## config.mk

```make
export PLATFORM = sky130hd
export DESIGN_NAME = marker_track_table
export DESIGN_NICKNAME = d
export VERILOG_FILES = /design/src/rtl/mtt_pkg.sv /design/src/rtl/mtt_controller.sv /design/src/rtl/mtt_datapath.sv /design/src/rtl/marker_track_table.sv
export SDC_FILE = /design/constraint.sdc
export NUM_CORES = 2
export LEC_CHECK = 0
export ABC_CLOCK_PERIOD_IN_PS = 12700
export BUFFER_PORTS_ARGS = -buffer_cell sky130_fd_sc_hd__buf_4
export CAP_MARGIN = 5
export CORE_UTILIZATION = 60
export CTS_CLUSTER_DIAMETER = 40
export DETAILED_ROUTE_END_ITERATION = 8
export PLACE_DENSITY = 0.77
export REMOVE_ABC_BUFFERS = 1
export SLEW_MARGIN = 20
export SYNTH_ARGS = -nofsm -noshare
export SYNTH_HDL_FRONTEND = slang
export SYNTH_SLANG_ARGS = --single-unit
```

## constraint.sdc

```tcl
create_clock -name clk -period 12.7 [get_ports clk]
set_clock_uncertainty 0.05 [all_clocks]
set_input_delay 3.175 -clock clk [delete_from_list [all_inputs] [get_ports clk]]
set_output_delay 3.175 -clock clk [all_outputs]
set_load 0.03 [all_outputs]
```

## src/rtl/mtt_pkg.sv

```systemverilog
// mtt_pkg: shared widths, command and event codes, register indexes and
// the control/status structs of the marker track table.
// Depends on nothing; every other file of the block imports it.
package mtt_pkg;

    // fixed field widths
    localparam int MARKER_ID_W = 12;
    localparam int POS_W       = 16;
    localparam int SLOT_OUT_W  = 4;
    localparam int MISS_W      = 8;
    localparam int DIST_W      = 34;
    localparam int KEEP_W      = 8;
    localparam int CMD_W       = 2;
    localparam int EV_W        = 2;
    localparam int CFG_DATA_W  = 34;
    localparam int CFG_INDEX_W = 1;

    // parameter defaults
    localparam int DEFAULT_TABLE_DEPTH = 16;
    localparam int DEFAULT_ID_BITS     = 12;

    // register reset values and limits
    localparam logic [DIST_W-1:0] DIST_RESET = 34'd786432;
    localparam logic [KEEP_W-1:0] KEEP_RESET = 8'd10;
    localparam logic [MISS_W-1:0] MISS_MAX   = 8'd255;

    // command codes
    localparam logic [CMD_W-1:0] CMD_FRAME_START = 2'd0;
    localparam logic [CMD_W-1:0] CMD_DETECT      = 2'd1;
    localparam logic [CMD_W-1:0] CMD_FRAME_END   = 2'd2;
    localparam logic [CMD_W-1:0] CMD_STOP        = 2'd3;

    // event codes
    localparam logic [EV_W-1:0] EV_DETECTED = 2'd0;
    localparam logic [EV_W-1:0] EV_POSE     = 2'd1;
    localparam logic [EV_W-1:0] EV_LOST     = 2'd2;
    localparam logic [EV_W-1:0] EV_DROPPED  = 2'd3;

    // configuration register indexes
    localparam logic [CFG_INDEX_W-1:0] CFG_MAX_DIST = 1'b0;
    localparam logic [CFG_INDEX_W-1:0] CFG_KEEP     = 1'b1;

    // controller to datapath commands
    typedef struct packed {
        logic capture;
        logic issue;
        logic finish;
    } mtt_ctl_t;

    // datapath to controller status
    typedef struct packed {
        logic last_addr;
        logic pipe_empty;
    } mtt_status_t;

endpackage

```

## src/rtl/mtt_controller.sv

```systemverilog
// mtt_controller: sequencer of the marker track table (idle, scan, drain,
// finish). Depends on mtt_pkg for the control and status structs.
module mtt_controller (
    input  logic                 clk,
    input  logic                 rst_n,
    input  logic                 start,
    input  mtt_pkg::mtt_status_t status,
    output mtt_pkg::mtt_ctl_t    ctl,
    output logic                 busy
);
    import mtt_pkg::*;

    localparam logic [1:0] ST_IDLE = 2'd0;
    localparam logic [1:0] ST_SCAN = 2'd1;
    localparam logic [1:0] ST_WAIT = 2'd2;
    localparam logic [1:0] ST_DONE = 2'd3;

    logic [1:0] state_reg;
    logic [1:0] state_next;

    // next state
    always_comb
    begin
        state_next = state_reg;
        unique case (state_reg)
            ST_IDLE:
            begin
                if (start)
                begin
                    state_next = ST_SCAN;
                end
            end
            ST_SCAN:
            begin
                if (status.last_addr)
                begin
                    state_next = ST_WAIT;
                end
            end
            ST_WAIT:
            begin
                if (status.pipe_empty)
                begin
                    state_next = ST_DONE;
                end
            end
            ST_DONE:
            begin
                state_next = ST_IDLE;
            end
            default:
            begin
                state_next = ST_IDLE;
            end
        endcase
    end

    // state register
    always_ff @(posedge clk or negedge rst_n)
    begin
        if (!rst_n)
        begin
            state_reg <= ST_IDLE;
        end
        else
        begin
            state_reg <= state_next;
        end
    end

    // commands to the datapath
    always_comb
    begin
        ctl.capture = (state_reg == ST_IDLE) && start;
        ctl.issue   = (state_reg == ST_SCAN);
        ctl.finish  = (state_reg == ST_DONE);
    end

    assign busy = (state_reg != ST_IDLE);

endmodule

```

## src/rtl/mtt_datapath.sv

```systemverilog
// mtt_datapath: entry record memory, valid/detected flags, scan pipeline
// (read, square, gate compare), event output register and config registers.
// Depends on mtt_pkg; driven by mtt_controller through mtt_ctl_t.
module mtt_datapath #(
    parameter int TABLE_DEPTH = mtt_pkg::DEFAULT_TABLE_DEPTH,
    parameter int ID_BITS     = mtt_pkg::DEFAULT_ID_BITS
) (
    input  logic                                  clk,
    input  logic                                  rst_n,
    input  mtt_pkg::mtt_ctl_t                     ctl,
    output mtt_pkg::mtt_status_t                  status,
    input  logic        [mtt_pkg::CMD_W-1:0]       cmd,
    input  logic        [mtt_pkg::MARKER_ID_W-1:0] marker_id,
    input  logic signed [mtt_pkg::POS_W-1:0]       pos_x,
    input  logic signed [mtt_pkg::POS_W-1:0]       pos_y,
    input  logic                                  cfg_we,
    input  logic        [mtt_pkg::CFG_INDEX_W-1:0] cfg_index,
    input  logic        [mtt_pkg::CFG_DATA_W-1:0]  cfg_data,
    output logic                                  result_valid,
    output logic        [mtt_pkg::EV_W-1:0]        event_res,
    output logic        [mtt_pkg::SLOT_OUT_W-1:0]  slot,
    output logic        [mtt_pkg::MARKER_ID_W-1:0] ev_marker_id,
    output logic signed [mtt_pkg::POS_W-1:0]       ev_pos_x,
    output logic signed [mtt_pkg::POS_W-1:0]       ev_pos_y,
    output logic                                  last
);
    import mtt_pkg::*;

    localparam int SLOT_W = (TABLE_DEPTH > 1) ? $clog2(TABLE_DEPTH) : 1;
    localparam int ID_W   = (ID_BITS < MARKER_ID_W) ? ID_BITS : MARKER_ID_W;
    localparam int REC_W  = ID_W + 2 * POS_W + MISS_W;
    localparam int MISS_LSB = 0;
    localparam int Y_LSB    = MISS_W;
    localparam int X_LSB    = MISS_W + POS_W;
    localparam int ID_LSB   = MISS_W + 2 * POS_W;
    localparam logic [SLOT_W-1:0] LAST_SLOT = SLOT_W'(TABLE_DEPTH - 1);

    // captured item and configuration
    logic [CMD_W-1:0]  cmd_reg;
    logic [ID_W-1:0]   id_reg;
    logic [POS_W-1:0]  px_reg;
    logic [POS_W-1:0]  py_reg;
    logic [DIST_W-1:0] max_dist_reg;
    logic [KEEP_W-1:0] keep_reg;

    // table storage
    logic [REC_W-1:0]       mem [TABLE_DEPTH];
    logic [REC_W-1:0]       rd_reg;
    logic [TABLE_DEPTH-1:0] valid_reg;
    logic [TABLE_DEPTH-1:0] det_reg;

    // scan pipeline
    logic [SLOT_W-1:0]  addr_reg;
    logic               s1_valid_reg;
    logic [SLOT_W-1:0]  s1_slot_reg;
    logic               s2_valid_reg;
    logic [SLOT_W-1:0]  s2_slot_reg;
    logic               s2_live_reg;
    logic               s2_det_reg;
    logic               s2_idm_reg;
    logic [2*POS_W-1:0] sqx_reg;
    logic [2*POS_W-1:0] sqy_reg;

    // association trackers
    logic               best_found_reg;
    logic [SLOT_W-1:0]  best_slot_reg;
    logic [DIST_W-1:0]  best_d_reg;
    logic               revive_found_reg;
    logic [SLOT_W-1:0]  revive_slot_reg;
    logic               free_found_reg;
    logic [SLOT_W-1:0]  free_slot_reg;

    // held lost event, flushed with last set at the end of a scan
    logic               pend_valid_reg;
    logic [SLOT_W-1:0]  pend_slot_reg;
    logic [ID_W-1:0]    pend_id_reg;
    logic [POS_W-1:0]   pend_x_reg;
    logic [POS_W-1:0]   pend_y_reg;

    // output register
    logic               res_valid_reg;
    logic [EV_W-1:0]    res_ev_reg;
    logic [SLOT_W-1:0]  res_slot_reg;
    logic [ID_W-1:0]    res_id_reg;
    logic [POS_W-1:0]   res_x_reg;
    logic [POS_W-1:0]   res_y_reg;
    logic               res_last_reg;

    // combinational
    logic               s1_live;
    logic               s1_det;
    logic [ID_W-1:0]    s1_ident;
    logic [POS_W-1:0]   s1_x;
    logic [POS_W-1:0]   s1_y;
    logic [MISS_W-1:0]  s1_misses;
    logic [POS_W:0]     dx;
    logic [POS_W:0]     dy;
    logic [POS_W:0]     adx;
    logic [POS_W:0]     ady;
    logic [2*POS_W-1:0] sqx_next;
    logic [2*POS_W-1:0] sqy_next;
    logic [DIST_W-1:0]  dist_sum;
    logic               inc_hit;
    logic               lost_hit;
    logic               emit_lost;
    logic               fin_detect;
    logic               fin_write;
    logic [SLOT_W-1:0]  fin_slot;
    logic [EV_W-1:0]    fin_ev;
    logic               wr_en;
    logic [SLOT_W-1:0]  wr_addr;
    logic [REC_W-1:0]   wr_data;
    logic               res_valid_next;
    logic [EV_W-1:0]    res_ev_next;
    logic [SLOT_W-1:0]  res_slot_next;
    logic [ID_W-1:0]    res_id_next;
    logic [POS_W-1:0]   res_x_next;
    logic [POS_W-1:0]   res_y_next;
    logic               res_last_next;
    logic [SLOT_W+SLOT_OUT_W-1:0] slot_wide;
    logic [ID_W+MARKER_ID_W-1:0]  id_wide;

    // item capture
    always_ff @(posedge clk or negedge rst_n)
    begin
        if (!rst_n)
        begin
            cmd_reg <= CMD_FRAME_START;
        end
        else if (ctl.capture)
        begin
            cmd_reg <= cmd;
        end
    end

    always_ff @(posedge clk)
    begin
        if (ctl.capture)
        begin
            id_reg <= marker_id[ID_W-1:0];
            px_reg <= pos_x;
            py_reg <= pos_y;
        end
    end

    // configuration registers
    always_ff @(posedge clk or negedge rst_n)
    begin
        if (!rst_n)
        begin
            max_dist_reg <= DIST_RESET;
            keep_reg     <= KEEP_RESET;
        end
        else if (cfg_we)
        begin
            unique case (cfg_index)
                CFG_MAX_DIST: max_dist_reg <= cfg_data[DIST_W-1:0];
                CFG_KEEP:     keep_reg     <= cfg_data[KEEP_W-1:0];
                default:      ;
            endcase
        end
    end

    // scan address and pipeline valids
    always_ff @(posedge clk or negedge rst_n)
    begin
        if (!rst_n)
        begin
            addr_reg     <= '0;
            s1_valid_reg <= 1'b0;
            s2_valid_reg <= 1'b0;
        end
        else
        begin
            if (ctl.capture)
            begin
                addr_reg <= '0;
            end
            else if (ctl.issue)
            begin
                addr_reg <= addr_reg + 1'b1;
            end
            s1_valid_reg <= ctl.issue;
            s2_valid_reg <= s1_valid_reg;
        end
    end

    always_comb
    begin
        status.last_addr  = (addr_reg == LAST_SLOT);
        status.pipe_empty = !s1_valid_reg && !s2_valid_reg;
    end

    // record memory: registered read, one write port
    always_ff @(posedge clk)
    begin
        rd_reg      <= mem[addr_reg];
        s1_slot_reg <= addr_reg;
        if (wr_en)
        begin
            mem[wr_addr] <= wr_data;
        end
    end

    // stage 1 decode of the read record
    always_comb
    begin
        s1_live   = valid_reg[s1_slot_reg];
        s1_det    = det_reg[s1_slot_reg];
        s1_ident  = rd_reg[ID_LSB +: ID_W];
        s1_x      = rd_reg[X_LSB +: POS_W];
        s1_y      = rd_reg[Y_LSB +: POS_W];
        s1_misses = rd_reg[MISS_LSB +: MISS_W];
    end

    // stage 1 absolute differences and squares
    always_comb
    begin
        dx  = {s1_x[POS_W-1], s1_x} - {px_reg[POS_W-1], px_reg};
        dy  = {s1_y[POS_W-1], s1_y} - {py_reg[POS_W-1], py_reg};
        adx = dx[POS_W] ? (~dx + 1'b1) : dx;
        ady = dy[POS_W] ? (~dy + 1'b1) : dy;
        sqx_next = adx[POS_W-1:0] * adx[POS_W-1:0];
        sqy_next = ady[POS_W-1:0] * ady[POS_W-1:0];
    end

    always_ff @(posedge clk)
    begin
        sqx_reg     <= sqx_next;
        sqy_reg     <= sqy_next;
        s2_slot_reg <= s1_slot_reg;
        s2_live_reg <= s1_live;
        s2_det_reg  <= s1_det;
        s2_idm_reg  <= (s1_ident == id_reg);
    end

    // stage 1 frame start aging and lost detection
    always_comb
    begin
        inc_hit  = s1_valid_reg && (cmd_reg == CMD_FRAME_START) && s1_live && s1_det
                   && (s1_misses != MISS_MAX);
        lost_hit = s1_valid_reg && (cmd_reg == CMD_FRAME_END) && s1_live && s1_det
                   && (s1_misses >= keep_reg);
        emit_lost = lost_hit
                    || (s1_valid_reg && (cmd_reg == CMD_STOP) && s1_live && s1_det);
    end

    // stage 2 nearest gated match, first undetected and first free slot
    assign dist_sum = DIST_W'(sqx_reg) + DIST_W'(sqy_reg);

    always_ff @(posedge clk or negedge rst_n)
    begin
        if (!rst_n)
        begin
            best_found_reg   <= 1'b0;
            revive_found_reg <= 1'b0;
            free_found_reg   <= 1'b0;
        end
        else if (ctl.capture)
        begin
            best_found_reg   <= 1'b0;
            revive_found_reg <= 1'b0;
            free_found_reg   <= 1'b0;
        end
        else if (s2_valid_reg)
        begin
            if (s2_live_reg && s2_det_reg && s2_idm_reg && (dist_sum < max_dist_reg)
                && (!best_found_reg || (dist_sum < best_d_reg)))
            begin
                best_found_reg <= 1'b1;
            end
            if (s2_live_reg && s2_idm_reg && !s2_det_reg)
            begin
                revive_found_reg <= 1'b1;
            end
            if (!s2_live_reg)
            begin
                free_found_reg <= 1'b1;
            end
        end
    end

    always_ff @(posedge clk)
    begin
        if (s2_valid_reg)
        begin
            if (s2_live_reg && s2_det_reg && s2_idm_reg && (dist_sum < max_dist_reg)
                && (!best_found_reg || (dist_sum < best_d_reg)))
            begin
                best_slot_reg <= s2_slot_reg;
                best_d_reg    <= dist_sum;
            end
            if (s2_live_reg && s2_idm_reg && !s2_det_reg && !revive_found_reg)
            begin
                revive_slot_reg <= s2_slot_reg;
            end
            if (!s2_live_reg && !free_found_reg)
            begin
                free_slot_reg <= s2_slot_reg;
            end
        end
    end

    // detection outcome at finish
    always_comb
    begin
        fin_detect = ctl.finish && (cmd_reg == CMD_DETECT);
        fin_write  = 1'b1;
        if (best_found_reg)
        begin
            fin_ev   = EV_POSE;
            fin_slot = best_slot_reg;
        end
        else if (revive_found_reg)
        begin
            fin_ev   = EV_DETECTED;
            fin_slot = revive_slot_reg;
        end
        else if (free_found_reg)
        begin
            fin_ev   = EV_DETECTED;
            fin_slot = free_slot_reg;
        end
        else
        begin
            fin_ev    = EV_DROPPED;
            fin_slot  = '0;
            fin_write = 1'b0;
        end
    end

    // memory write port select
    always_comb
    begin
        wr_en = inc_hit || (fin_detect && fin_write);
        if (ctl.finish)
        begin
            wr_addr = fin_slot;
            wr_data = {id_reg, px_reg, py_reg, MISS_W'(0)};
        end
        else
        begin
            wr_addr = s1_slot_reg;
            wr_data = {s1_ident, s1_x, s1_y, s1_misses + 1'b1};
        end
    end

    // valid and detected flags
    always_ff @(posedge clk or negedge rst_n)
    begin
        if (!rst_n)
        begin
            valid_reg <= '0;
            det_reg   <= '0;
        end
        else if (ctl.finish && (cmd_reg == CMD_STOP))
        begin
            valid_reg <= '0;
            det_reg   <= '0;
        end
        else if (fin_detect && fin_write)
        begin
            valid_reg[fin_slot] <= 1'b1;
            det_reg[fin_slot]   <= 1'b1;
        end
        else if (lost_hit)
        begin
            det_reg[s1_slot_reg] <= 1'b0;
        end
    end

    // held lost event
    always_ff @(posedge clk or negedge rst_n)
    begin
        if (!rst_n)
        begin
            pend_valid_reg <= 1'b0;
        end
        else if (ctl.capture || ctl.finish)
        begin
            pend_valid_reg <= 1'b0;
        end
        else if (emit_lost)
        begin
            pend_valid_reg <= 1'b1;
        end
    end

    always_ff @(posedge clk)
    begin
        if (emit_lost)
        begin
            pend_slot_reg <= s1_slot_reg;
            pend_id_reg   <= s1_ident;
            pend_x_reg    <= s1_x;
            pend_y_reg    <= s1_y;
        end
    end

    // next result transfer
    always_comb
    begin
        res_valid_next = 1'b0;
        res_ev_next    = EV_LOST;
        res_slot_next  = pend_slot_reg;
        res_id_next    = pend_id_reg;
        res_x_next     = pend_x_reg;
        res_y_next     = pend_y_reg;
        res_last_next  = 1'b1;
        if (fin_detect)
        begin
            res_valid_next = 1'b1;
            res_ev_next    = fin_ev;
            res_slot_next  = fin_slot;
            res_id_next    = id_reg;
            res_x_next     = px_reg;
            res_y_next     = py_reg;
        end
        else if (ctl.finish)
        begin
            res_valid_next = pend_valid_reg;
        end
        else if (emit_lost && pend_valid_reg)
        begin
            res_valid_next = 1'b1;
            res_last_next  = 1'b0;
        end
    end

    // output register
    always_ff @(posedge clk or negedge rst_n)
    begin
        if (!rst_n)
        begin
            res_valid_reg <= 1'b0;
        end
        else
        begin
            res_valid_reg <= res_valid_next;
        end
    end

    always_ff @(posedge clk)
    begin
        if (res_valid_next)
        begin
            res_ev_reg   <= res_ev_next;
            res_slot_reg <= res_slot_next;
            res_id_reg   <= res_id_next;
            res_x_reg    <= res_x_next;
            res_y_reg    <= res_y_next;
            res_last_reg <= res_last_next;
        end
    end

    // port width fitting of slot and identity
    always_comb
    begin
        slot_wide = '0;
        slot_wide[SLOT_W-1:0] = res_slot_reg;
        id_wide = '0;
        id_wide[ID_W-1:0] = res_id_reg;
    end

    assign result_valid = res_valid_reg;
    assign event_res    = res_ev_reg;
    assign slot         = slot_wide[SLOT_OUT_W-1:0];
    assign ev_marker_id = id_wide[MARKER_ID_W-1:0];
    assign ev_pos_x     = res_x_reg;
    assign ev_pos_y     = res_y_reg;
    assign last         = res_last_reg;

endmodule

```

## src/rtl/marker_track_table.sv

```systemverilog
// marker_track_table: top level of the tracked-marker table.
// Instantiates mtt_controller and mtt_datapath; depends on mtt_pkg.
//
//  channel   ports                                      transfer
//  command   start, busy, cmd, marker_id, pos_x, pos_y  start && !busy at clk rise
//  result    result_valid, event_res, slot, ...,  last  result_valid, one cycle each
//  config    cfg_we, cfg_index, cfg_data                cfg_we at clk rise
//
// every command, from transfer until busy falls, reads one table entry per
// cycle through the record memory read port, then drains the scan pipeline
// and ends in the finish state.
// results follow one per cycle at most, the final one with last set.
// rst_n clears the table flags and sets the config registers to their reset values asynchronously.
// results cannot be held off by the receiver.
module marker_track_table #(
    parameter int TABLE_DEPTH = mtt_pkg::DEFAULT_TABLE_DEPTH,
    parameter int ID_BITS     = mtt_pkg::DEFAULT_ID_BITS
) (
    input  logic                                  clk,
    input  logic                                  rst_n,
    input  logic                                  start,
    output logic                                  busy,
    input  logic        [mtt_pkg::CMD_W-1:0]       cmd,
    input  logic        [mtt_pkg::MARKER_ID_W-1:0] marker_id,
    input  logic signed [mtt_pkg::POS_W-1:0]       pos_x,
    input  logic signed [mtt_pkg::POS_W-1:0]       pos_y,
    input  logic                                  cfg_we,
    input  logic        [mtt_pkg::CFG_INDEX_W-1:0] cfg_index,
    input  logic        [mtt_pkg::CFG_DATA_W-1:0]  cfg_data,
    output logic                                  result_valid,
    output logic        [mtt_pkg::EV_W-1:0]        event_res,
    output logic        [mtt_pkg::SLOT_OUT_W-1:0]  slot,
    output logic        [mtt_pkg::MARKER_ID_W-1:0] ev_marker_id,
    output logic signed [mtt_pkg::POS_W-1:0]       ev_pos_x,
    output logic signed [mtt_pkg::POS_W-1:0]       ev_pos_y,
    output logic                                  last
);
    import mtt_pkg::*;

    mtt_ctl_t    ctl;
    mtt_status_t status;

    // sequencer
    mtt_controller u_ctrl (
        .clk    (clk),
        .rst_n  (rst_n),
        .start  (start),
        .status (status),
        .ctl    (ctl),
        .busy   (busy)
    );

    // table and scan datapath
    mtt_datapath #(
        .TABLE_DEPTH (TABLE_DEPTH),
        .ID_BITS     (ID_BITS)
    ) u_dp (
        .clk          (clk),
        .rst_n        (rst_n),
        .ctl          (ctl),
        .status       (status),
        .cmd          (cmd),
        .marker_id    (marker_id),
        .pos_x        (pos_x),
        .pos_y        (pos_y),
        .cfg_we       (cfg_we),
        .cfg_index    (cfg_index),
        .cfg_data     (cfg_data),
        .result_valid (result_valid),
        .event_res    (event_res),
        .slot         (slot),
        .ev_marker_id (ev_marker_id),
        .ev_pos_x     (ev_pos_x),
        .ev_pos_y     (ev_pos_y),
        .last         (last)
    );

    // results only come out of a command in progress
    a_result_in_command: assert property (@(posedge clk) disable iff (!rst_n)
        result_valid |-> $past(busy))
        else $error("result transfer outside a command");

    // the final result of a command is not followed straight by another
    a_last_closes: assert property (@(posedge clk) disable iff (!rst_n)
        (result_valid && last) |=> !result_valid)
        else $error("result transfer right after the last one");

    // a command begins only on start
    a_busy_from_start: assert property (@(posedge clk) disable iff (!rst_n)
        $rose(busy) |-> $past(start))
        else $error("busy rose without start");

    // a dropped detection reports slot zero
    a_dropped_slot: assert property (@(posedge clk) disable iff (!rst_n)
        (result_valid && (event_res == EV_DROPPED)) |-> (slot == '0))
        else $error("dropped event with nonzero slot");

endmodule
```

Yosys cells after proc, flatten, opt, wreduce, memory -nomap -nowiden
Memory sizes are Yosys's and may differ from the RTL's. A register that Yosys moved wholly into a read port is not among the register bits.
Cells that the tools add are included.
{"block": "op_classes", "n_addsub": 7, "n_mul": 2, "div": 0, "magnitude_cmp": 7, "eq_ne": 13, "n_shift": 0, "muxes": 53, "bitwise": 7, "n_reduce_logical": 58}
{"cell": "$mux 16", "count": 9}
{"cell": "$lt 34x34->1", "count": 2}
{"cell": "$mul 16x16->32", "count": 2}
{"cell": "$mux 52", "count": 1}
{"cell": "$not 16->16", "count": 3}
{"cell": "$sub 16x16->17", "count": 2}
{"cell": "$add 32x32->33", "count": 1}
{"cell": "$add 16x1->16 const B", "count": 2}
{"cell": "$or 16x16->16", "count": 2}
{"cell": "$mux 4", "count": 7}
{"cell": "$logic_and 1x1->1", "count": 27}
{"cell": "$mux 1", "count": 24}
{"cell": "$and 16x16->16", "count": 1}
{"cell": "$reduce_and 2->1", "count": 8}
{"cell": "$reduce_bool 2->1", "count": 7}
{"cell": "$eq 12x12->1", "count": 1}
{"cell": "$mux 12", "count": 1}
{"cell": "$mux 2", "count": 6}
{"cell": "$lt 4x5->1 const B", "count": 2}
{"cell": "$add 8x1->8 const B", "count": 1}
{"cell": "$bmux 1 s4", "count": 2}
{"cell": "$demux 1 s4", "count": 2}
{"cell": "$eq 2x2->1 const B", "count": 4}
{"cell": "$ge 4x1->1 const B", "count": 2}
{"cell": "other kinds (15)", "count": 28}
{"block": "totals", "reg_bits": 353, "latch_bits": 0, "ramBits": 832, "romBits": 0, "in_bits": 85, "output_inout_bits": 53, "wordCells": 186, "n_memories": 1}
{"name": "u_dp.mem", "depth": 16, "width": 52, "read_ports": 1, "rd_clocked_by_memory_dff": 1, "wr": 1, "line_no": "mtt_datapath.sv:47", "source": "logic [REC_W-1:0] mem [TABLE_DEPTH];"}

Logic depth before layout (Yosys ltp)
{"block": "depth", "ltp_word": 10, "ltp_mapped": 42}

Hierarchy
Synthesis repeated with hierarchy kept, for this count alone.
{"block": "hier_totals", "cells_unflattened": 4372, "hier_area_um2": 63594.7}
{"module": "mtt_datapath", "n_inst": 1, "cells_per_inst": 4355, "area_each_um2": 63433.3}
{"module": "mtt_controller", "n_inst": 1, "cells_per_inst": 17, "area_each_um2": 161.4}

Least setup slack after synthesis
OpenSTA, ideal clock, no wires.
{"block": "synth_timing", "path_kind": "register -> register", "startpoint": "reg u_dp.px_reg[8]", "endpoint": "reg u_dp.sqx_reg[31]", "setup_time_ns": 0.121, "t_arrival_ns": 8.828, "path_slack_ns": 3.702, "path_stages_with_launch": 36, "path_cell_list": "edfxtp_1 > inv_1 > ha_1 > buf_6 > and2_1 > a221oi_1 > nand2_1 > o21a_1 > a211o_1 > a31oi_1 > a21o_1 > o21ai_0 > xor2_1 > clkinv_1 > nand2_1 > inv_1 > fa_1 > inv_1 > fa_1 > inv_1 > fa_1 > inv_1 > fa_1 > fa_1 > fa_1 > inv_1 > ha_1 > and3_1 > a311o_1 > a21oi_1 > o21ai_0 > a21o_1 > a2111oi_0 > o41ai_1 > xnor2_1 > xnor2_1"}
{"block": "synth_between", "elab_chain_len": 5}
{"item": "from (decl)", "line_no": "mtt_datapath.sv:41", "source": "logic [POS_W-1:0] px_reg;"}
{"item": "from (signal assigned)", "line_no": "mtt_datapath.sv:141", "source": "px_reg <= pos_x;"}
{"item": "$sub 16x16->17 *", "line_no": "mtt_datapath.sv:219", "source": "dx = {s1_x[POS_W-1], s1_x} - {px_reg[POS_W-1], px_reg};"}
{"item": "$not 16->16", "line_no": "mtt_datapath.sv:221", "source": "adx = dx[POS_W] ? (~dx + 1'b1) : dx;"}
{"item": "$add 16x1->16", "line_no": "mtt_datapath.sv:221"}
{"item": "$mux 16 *", "line_no": "mtt_datapath.sv:221"}
{"item": "$mul 16x16->32 *", "line_no": "mtt_datapath.sv:223", "source": "sqx_next = adx[POS_W-1:0] * adx[POS_W-1:0];"}
{"item": "named net u_dp.sqx_next[31]", "line_no": "mtt_datapath.sv:100", "source": "logic [2*POS_W-1:0] sqx_next;"}
{"item": "to (signal assigned)", "line_no": "mtt_datapath.sv:229", "source": "sqx_reg <= sqx_next;"}
{"item": "to (decl)", "line_no": "mtt_datapath.sv:61", "source": "logic [2*POS_W-1:0] sqx_reg;"}
The timed path passes the listed nets; every way through them passes the cells marked *.
A chain may end at the register's enable or synchronous reset.

Worst setup path in the final report
Ends and elaborated chain as after synthesis.

==> flow_summary.yaml <==
setup_path:
  ff2ff_path_depth: 34
  crit_slowest_cell: "xor2_1"
  setup.worst_path.start_class: "flip-flop"
  regToRegEndpoint: "u_dp.sqx_reg[31]$_DFF_P_"
  arrival_ns: 11.00
  worstPathRequired_ns: 13.27
  cp_slowest_stage_delay_ns: 0.62
  critPathKind: "reg2reg"
  worstPathMaxFanout: 9
  rrSetupSlack_ns: 2.27
  timing.rr.start: "u_dp.px_reg[8]$_DFFE_PP_"
  crit_path_end_kind: "flip-flop"
clock_network:
  clk_pin_slew_worst_paths_ns: 0.06
  cts_num_sinks: 1234
  cts_resized: 0
  numCtsBuffers: 146
  cts-root-buf: "clkbuf_16"
  cts_buffer_depth: 3
  cts_setup_buffers: 0
  cts_hold_buffers: 0
  clk_latency_ns: 0.76
  htreeDepth: 4
  cts_tree: "built"
outcome:
  status: "completed"
place:
  routabilityCongestion: 0.946
  dp_cells: 5813
  dpl.hpwl_um: 93100
  port_buffers: 137
logic_synthesis:
  synth_seq_area_share_pct: 55.6
  synth_area_leaders: "edfxtp_1 (48%), fa_1 (10%), mux4_2 (9.6%)"
  synth-seq-cells: 1234
  yosysWarnings: 0
  ys.flop_type: "edfxtp_1"
  synth_cell_type_count: 91
  async_reset_ff_share_pct: 7.21
  yosysTopAreaCell: "edfxtp_1"
  syn_inst: 4356
  synth-edff-count: 1020
  synth_top_area_share_pct: 48.2
  netlist_area_um2: 63600
  avgSynthCellArea_um2: 14.6
final_layout:
  final_common_cell: "edfxtp_1"
  layout_common_cells: "edfxtp_1 (1020), inv_1 (598), ha_1 (336)"
  instances_no_fill: 6083
  multi_input_area_um2: 25600
  largest_register_ffs: 832
  diodes: 0
  register_area_um2: 35400
  nFillCells: 7009
  area_growth_pct: 12.5
  drive_gt1_share_pct: 17.8
  final_nets: 5318
  utilization_pct: 68.0
drt:
  wl_per_cell_um: 25.3
  drtIter0Drc: 3911
  routed_wl_um: 154000
  route.detailed.drc: 0
  postRouteAntennaNets: 0
  drt_pass1_iterations: 6
  via_count: 37200
  via_per_inst: 6.11
floorplanning:
  die_x_um: 327
  die-area_um2: 107000
  rows: 119
  core_area_um2: 105000
  start_util_pct: 60.5
  fp.dieH_um: 327
  io_pins: 138
worst_hold_path:
  hold_start: "u_dp.s1_valid_reg$_DFF_PN0_"
  min_to: "u_dp.s2_valid_reg$_DFF_PN0_"
  hp-class: "reg2reg"
  min_path_cells: 0
sta:
  clock.fmax_mhz: 95.9
  slew_headroom_pct: 19.7
  tightestPinTransition_ns: 1.20
  slew_viol_final: 0
  layout_min_cycle_time_ns: 10.43
  finalCritPeriodShare_pct: 82.1
  rsz0062_at_grt: "false"
  setup_viol: 0
  finalHoldViolCount: 0
  setup_tns_ns: 0
run:
  drv_cap: 0
grt:
  grt_max_degree: 100
  antenna_found_initial: 3
  grt_pass1_wl_um: 233000
  first_global_vias: 38900
  grt_usage_pct: 29.4
  grt_overflow_total: 0
[layout make-up]
cell class	count	area share, %
inverters	611	3.21
clock buffers	180	5.52
repair buffers	189	2.00
multi-input cells	2388	35.8
flip-flops and latches	1234	49.5
well taps	1391	2.43
clock inverters	90	1.50
[cells by family after synthesis]
kind of cell,Yosys count,share of synthesized area [%]
buffers and inverters,734,4.37
adders and majority gates,663,16.9
AOI/OAI and AO/OA,466,4.76
DFF,1234,55.6
xor gates and xnor gates,165,2.35
and+or+nand+nor,762,5.34
muxes,332,10.7
[per-layer routing]
metal	routed length, um	share of wire, %	GRT usage (%)	up-vias
li1	-	-	-	16000
met5	45	0.029	0	-
met2	77500	50	49.5	1911
met4	6330	4.1	12.6	6
met3	12400	8.0	4.81	395
met1	57800	38	38.1	18900
[critical path: cells and delay by family, from the launching register on]
| family | cells | cell delay [ns] |
|---|---|---|
| AO/OA/AOI/OAI | 12 | 3.59 |
| XOR/XNOR | 3 | 0.92 |
| adder cells (fa/ha/maj) | 8 | 3.70 |
| buffers and inverters | 7 | 0.87 |
| flip-flops | 1 | 0.39 |
| AND/OR/NAND/NOR | 4 | 0.77 |
[how the worst max path moves through the flow]
stage	endpoint	start	slack [ns]
after floorplan	u_dp.rd_reg[0]$_DFF_P_	u_dp.addr_reg[0]$_DFFE_PN0P_	3.42
after global placement	u_dp.sqy_reg[31]$_DFF_P_	u_dp.py_reg[0]$_DFFE_PP_	2.74
after detailed placement	u_dp.sqy_reg[31]$_DFF_P_	u_dp.py_reg[0]$_DFFE_PP_	2.49
after CTS	u_dp.sqx_reg[31]$_DFF_P_	u_dp.px_reg[8]$_DFFE_PP_	2.37
after global routing	u_dp.sqx_reg[31]$_DFF_P_	u_dp.px_reg[7]$_DFFE_PP_	1.56
final	u_dp.sqx_reg[31]$_DFF_P_	u_dp.px_reg[8]$_DFFE_PP_	2.27
[metrics by stage]
step	hold slack, ns	setup slack, ns	instance area (um^2)
6_report	0.375	2.27	71500
5_1_grt	0.383	1.56	71500
3_5_place_dp	0.362	2.49	66500
4_1_cts	0.377	2.37	71500
2_1_floorplan	0.319	3.42	63100
3_3_place_gp	0.343	2.74	66500
[synthesized netlist by cell type, drive strengths merged (14+ instances only)]
library cell	number
mux2	53
xnor2	109
o21ai	135
or2	20
ha	337
clkbuf	86
nand2b	40
edfxtp	1020
a21oi	109
nor2b	31
nand3	26
nor2	269
a21o	78
nand2	273
nand4	18
buf	37
nor3	37
xor2	55
dfrtp	85
mux4	270
inv	604
o21a	41
fa	326
a31oi	14
dfxtp	125
Power is left out: the tool's default activity adds up to more than one toggle a clock period on the data nets, which glitch-free logic cannot reach.
